==> config.mk <==
export PLATFORM = sky130hd
export DESIGN_NAME = avt_merge
export DESIGN_NICKNAME = d
export VERILOG_FILES = /design/src/sv/avt_pkg.sv /design/src/sv/avt_merge.sv
export SDC_FILE = /design/constraint.sdc
export NUM_CORES = 1
export LEC_CHECK = 0
export BUFFER_PORTS_ARGS = -buffer_cell sky130_fd_sc_hd__buf_2
export CAP_MARGIN = 20
export CORE_MARGIN = 1
export CORE_UTILIZATION = 40
export DETAILED_ROUTE_END_ITERATION = 12
export PLACE_DENSITY = 0.84
export SETUP_SLACK_MARGIN = 0.02
export SKIP_LAST_GASP = 1
export SLEW_MARGIN = 15
export SYNTH_ARGS = -nofsm -noshare
export SYNTH_HDL_FRONTEND = slang
export SYNTH_SLANG_ARGS = --single-unit
==> constraint.sdc <==
create_clock -name clk_i -period 7.25 [get_ports clk_i]
set_clock_uncertainty 0.1 [all_clocks]
set_input_delay 1.45 -clock clk_i [delete_from_list [all_inputs] [get_ports clk_i]]
set_output_delay 1.45 -clock clk_i [all_outputs]
set_load 0.01 [all_outputs]
==> src/sv/avt_pkg.sv <==
// Shared types and constants for the affine vertex transform.
`default_nettype none

package avt_pkg;

  // Number of matrix rows, and so of parallel lanes
  localparam int unsigned NumRows = 3;

  // Configuration register file
  localparam int unsigned NumCfgRegs = 2 * NumRows;
  localparam int unsigned CfgIdxW = 3;
  localparam int unsigned CfgDataW = 64;

  // Q16.16 coordinate width and internal widths
  localparam int unsigned CoordW = 32;
  localparam int unsigned ProdW = 2 * CoordW;
  localparam int unsigned FracBits = 16;
  // three products shifted down by 16 plus the translation term
  localparam int unsigned SumW = ProdW - FracBits + 2;

  // Register indexes
  typedef enum logic [CfgIdxW-1:0] {
    REG_ROW0_FIRST  = 3'd0,
    REG_ROW0_SECOND = 3'd1,
    REG_ROW1_FIRST  = 3'd2,
    REG_ROW1_SECOND = 3'd3,
    REG_ROW2_FIRST  = 3'd4,
    REG_ROW2_SECOND = 3'd5
  } cfg_reg_e;

  // Reset values: identity matrix, zero translation
  localparam logic [CfgDataW-1:0] CfgReset [NumCfgRegs] = '{
    64'h0000_0000_0001_0000,
    64'h0000_0000_0000_0000,
    64'h0001_0000_0000_0000,
    64'h0000_0000_0000_0000,
    64'h0000_0000_0000_0000,
    64'h0000_0000_0001_0000
  };

  // Saturation limits
  localparam logic [CoordW-1:0] PosLimit = 32'h7FFF_FFFF;
  localparam logic [CoordW-1:0] NegLimit = 32'h8000_0000;

  // Stage enables from the pipeline control to each lane
  typedef struct packed {
    logic en_mul;
    logic en_sum;
  } lane_ctl_t;

  // One lane's clamped result
  typedef struct packed {
    logic [CoordW-1:0] val;
    logic              sat;
  } lane_res_t;

endpackage

`default_nettype wire

==> src/sv/avt_merge.sv <==
// Output stage: gathers the lane results, merges the flags, holds the beat.
`default_nettype none

module avt_merge
  import avt_pkg::*;
(
  input  wire logic                     clk_i,
  input  wire logic                     rst_ni,
  input  wire logic                     valid_i,
  input  wire lane_res_t                res_i [NumRows],
  output logic                          ready_o,
  output logic                          m_axis_tvalid_o,
  input  wire logic                     m_axis_tready_i,
  output logic [NumRows*CoordW-1:0]     m_axis_tdata_o,  // out_x, out_y, out_z
  output logic                          m_axis_tuser_o   // saturated
);

  logic                      valid_q, valid_d;
  logic [NumRows*CoordW-1:0] data_q, data_d;
  logic                      sat_q, sat_d;

  assign ready_o = !valid_q || m_axis_tready_i;

  // Pack components, OR the clamp flags
  always_comb begin
    sat_d = 1'b0;
    for (int r = 0; r < NumRows; r++) begin
      data_d[r*CoordW +: CoordW] = res_i[r].val;
      sat_d = sat_d | res_i[r].sat;
    end
  end

  assign valid_d = ready_o ? valid_i : valid_q;

  always_ff @(posedge clk_i or negedge rst_ni) begin
    if (!rst_ni) begin
      valid_q <= 1'b0;
    end else begin
      valid_q <= valid_d;
    end
  end

  always_ff @(posedge clk_i) begin
    if (ready_o && valid_i) begin
      data_q <= data_d;
      sat_q  <= sat_d;
    end
  end

  assign m_axis_tvalid_o = valid_q;
  assign m_axis_tdata_o  = data_q;
  assign m_axis_tuser_o  = sat_q;

endmodule

`default_nettype wire

# Word level (Yosys, flattened, before mapping)
# Index checks and enable logic that the tools add are counted.
[word_totals]
elab_cells = 8
reg_bits = 98
inputBits = 103
output_inout_bits = 99
[op_classes]
reduce_logical = 3
bitwise_logic = 2
[ops]
columns = ["op", "count"]
rows = [
  ["bitwise OR 1 bit", 2],
  ["logical AND 1 bit", 1],
  ["zero test 1 bit", 1],
  ["logical OR 1 bit", 1],
]

# Logic depth before layout (Yosys ltp)
[depth]
ltp_word = 3
mapped_depth = 2
mapped_depth_nobuf = 2

# Worst setup path before layout
# OpenSTA, ideal clock, no wires.
[synth_path]
path_kind = "input -> register"
start = "input m_axis_tready_i"
end = "register data_q[0], in the netlist m_axis_tdata_o[0], enable pin"
setup_ns = 0.466
t_required_ns = 6.684
setup_slack_ns = 2.846
stages = 2
path_buffers = 0
t_arrival_ns = 3.837
path_cell_list = "nand2b_4 > and2_1"
[synth_via]
elab_chain_len = 2
[synth_rtl]
columns = ["element", "line_no", "text"]
rows = [
  ["from (decl)", "avt_merge.sv:13", "input wire logic m_axis_tready_i,"],
  ["logical OR 1 bit", "avt_merge.sv:22", "assign ready_o = !valid_q || m_axis_tready_i;"],
  ["logical AND 1 bit", "avt_merge.sv:44", "if (ready_o && valid_i) begin"],
  ["to (signal assigned)", "avt_merge.sv:45", "data_q <= data_d;"],
  ["to (decl)", "avt_merge.sv:19", "logic [NumRows*CoordW-1:0] data_q, data_d;"],
]
# No other way between the ends.
# A chain may end at the register's enable or synchronous reset.

# Worst setup path in the final report
[layout_path]
start = "input m_axis_tready_i"
end = "output ready_o"
[layout_via]
elab_chain_len = 1
[layout_rtl]
columns = ["element", "line_no", "text"]
rows = [
  ["logical OR 1 bit", "avt_merge.sv:22", ""],
  ["to (decl)", "avt_merge.sv:11", "output logic ready_o,"],
]
# No other way between the ends.

==> impl_metrics.json <==
{
  "status": "finished clean",
  "holdWs_ns": 0.4590,
  "clock-sinks": 98,
  "yosys.cell_types.count": 6,
  "cts_tree": "yes",
  "wl_per_cell_um": 14.34,
  "drc": 0,
  "setup_viol": 0,
  "netlist_instances": 102,
  "fin_crit_sh": 0.4648,
  "grt_max_degree": 98,
  "drtAntennaViolNets": 0,
  "dr.pass1.iters": 4,
  "slew_headroom": 0.6959,
  "dieHeight_um": 88.18,
  "antenna_found_initial": 3,
  "io_pins": 202,
  "ys_seq_area_frac": 0.9890,
  "min_path_type": "register to register",
  "arrival_ns": 1.82,
  "critPathKind": "primary input to output port",
  "clockRootBuffer": "clkbuf_8",
  "utilization": 0.5973,
  "drv_cap": 0,
  "post_cts.repair.setup_buffers": 0,
  "synth_fp_nets": 205,
  "core_area_um2": 7214,
  "synth_warnings": 0,
  "end_kind": "output port",
  "vias": 1790,
  "cts.clk_slew.worst_paths_ns": 0.09,
  "r2r_slack_ns": 5.50,
  "htreeDepth": 3,
  "start_util": 0.4117,
  "fin_total_pwr_uw": 1068,
  "area_growth_syn_to_layout_pct": 45.07,
  "grtUsageTotal": 0.1467,
  "drive_above_1_share": 0.6844,
  "finalWirelength_um": 6022,
  "vdd_ir_drop_max_mv": 0.1453,
  "drv_slew": 0,
  "hold_buffers": 0,
  "rsz0062_at_grt": "no",
  "crit_path_max_fanout": 3,
  "first_global_vias": 1772,
  "post_cts_resized": 0,
  "nets": 418,
  "tns_ns": 0,
  "gp_congestion": 0.6803,
  "die_x_um": 88.18,
  "cts_buffers": 9,
  "dpl_cell_area_um2": 4103,
  "final_common_cell": "buf_2",
  "timing.fmax_mhz": 296.7,
  "leakage_uw": 0.001843,
  "p_per_area_nw_per_um2": 247.8,
  "ys_ff_latch": 98,
  "clk_latency_ns": 0.35,
  "overflow": 0,
  "synth_area_um2": 2970,
  "grt_pass1_wl_um": 8010,
  "viasPerCell": 4.262,
  "core.rowCount": 31,
  "period_needed_ns": 3.370,
  "portBuffers": 201,
  "worstMarginPinSlew_ns": 0.4562,
  "dieArea_um2": 7775,
  "final_cell_mix": "buf_2, edfxtp_1, clkbuf_8",
  "syn-mean-instance-area_um2": 29.12,
  "timing_hold_violations_final": 0,
  "fin_area_um2": 4309,
  "critical_path_required_ns": 5.70,
  "drt_iter0_markers": 71,
  "ctsLongestPathBuffers": 2,
  "start_kind": "primary input"
}
[power by group]
group	internal (µW)	switching [µW]	leakage, µW
Clock	129	184	0.0000916
Combinational	41.0	47.3	0.000818
Sequential	659	6.76	0.000933
Total	830	238	0.00184
[sequential cells by signal, indices dropped and copies added (netlist names)]
name             flops
m_axis_tuser_o       1
m_axis_tvalid_o      1
m_axis_tdata_o      96
[cell type report]
cell class | instances | area, µm²
diodes | 1 | 2.502
clock buffers | 10 | 127.6
clock inverters | 6 | 48.80
fillers | 594 | 2905
multi-input cells | 4 | 35.03
flip-flops and latches | 98 | 2938
well taps | 99 | 123.9
repair buffers | 202 | 1033
[logic make-up after synthesis]
logic type,count (synthesis),share of synthesized area
flops,98,0.9890
simple gates,4,0.01095
[final timing paths]
kind / from / end / cells after the start
min in group asynchronous: rst_ni / m_axis_tvalid_o / 1
min reg2reg: m_axis_tvalid_o / m_axis_tvalid_o / 2
max: m_axis_tready_i / ready_o / 3
max reg2reg: m_axis_tvalid_o / m_axis_tdata_o[3] / 3
max in group asynchronous: rst_ni / m_axis_tvalid_o / 1
min: m_axis_tvalid_o / m_axis_tvalid_o / 2
[worst max-delay path: stages]
cell,delay (ns)
buf_2,0.10
nand2b_4,0.13
buf_2,0.13
[metrics by stage]
step | instances | setup slack, ns
4_1_cts | 418 | 3.877
2_1_floorplan | 102 | 2.846
3_3_place_gp | 402 | 3.893
5_1_grt | 419 | 3.868
6_report | 420 | 3.880
3_5_place_dp | 402 | 3.877
[Yosys cell counts (all sizes together)]
| master | number | share of area |
|---|---|---|
| edfxtp | 97 | 0.98 |
| nand2b | 2 | 0.0067 |
| and2 | 1 | 0.0021 |
| dfrtp | 1 | 0.0084 |
| or3 | 1 | 0.0021 |
[per-layer routing]
metal,vias to the layer above,global-route usage,routed length (µm)
met1,827,0.1365,2033
met3,15,0.08671,682
met2,107,0.2503,3159
met5,-,0,13
li1,839,-,-
met4,2,0.07918,132
Power figures use the tool's default switching activity.
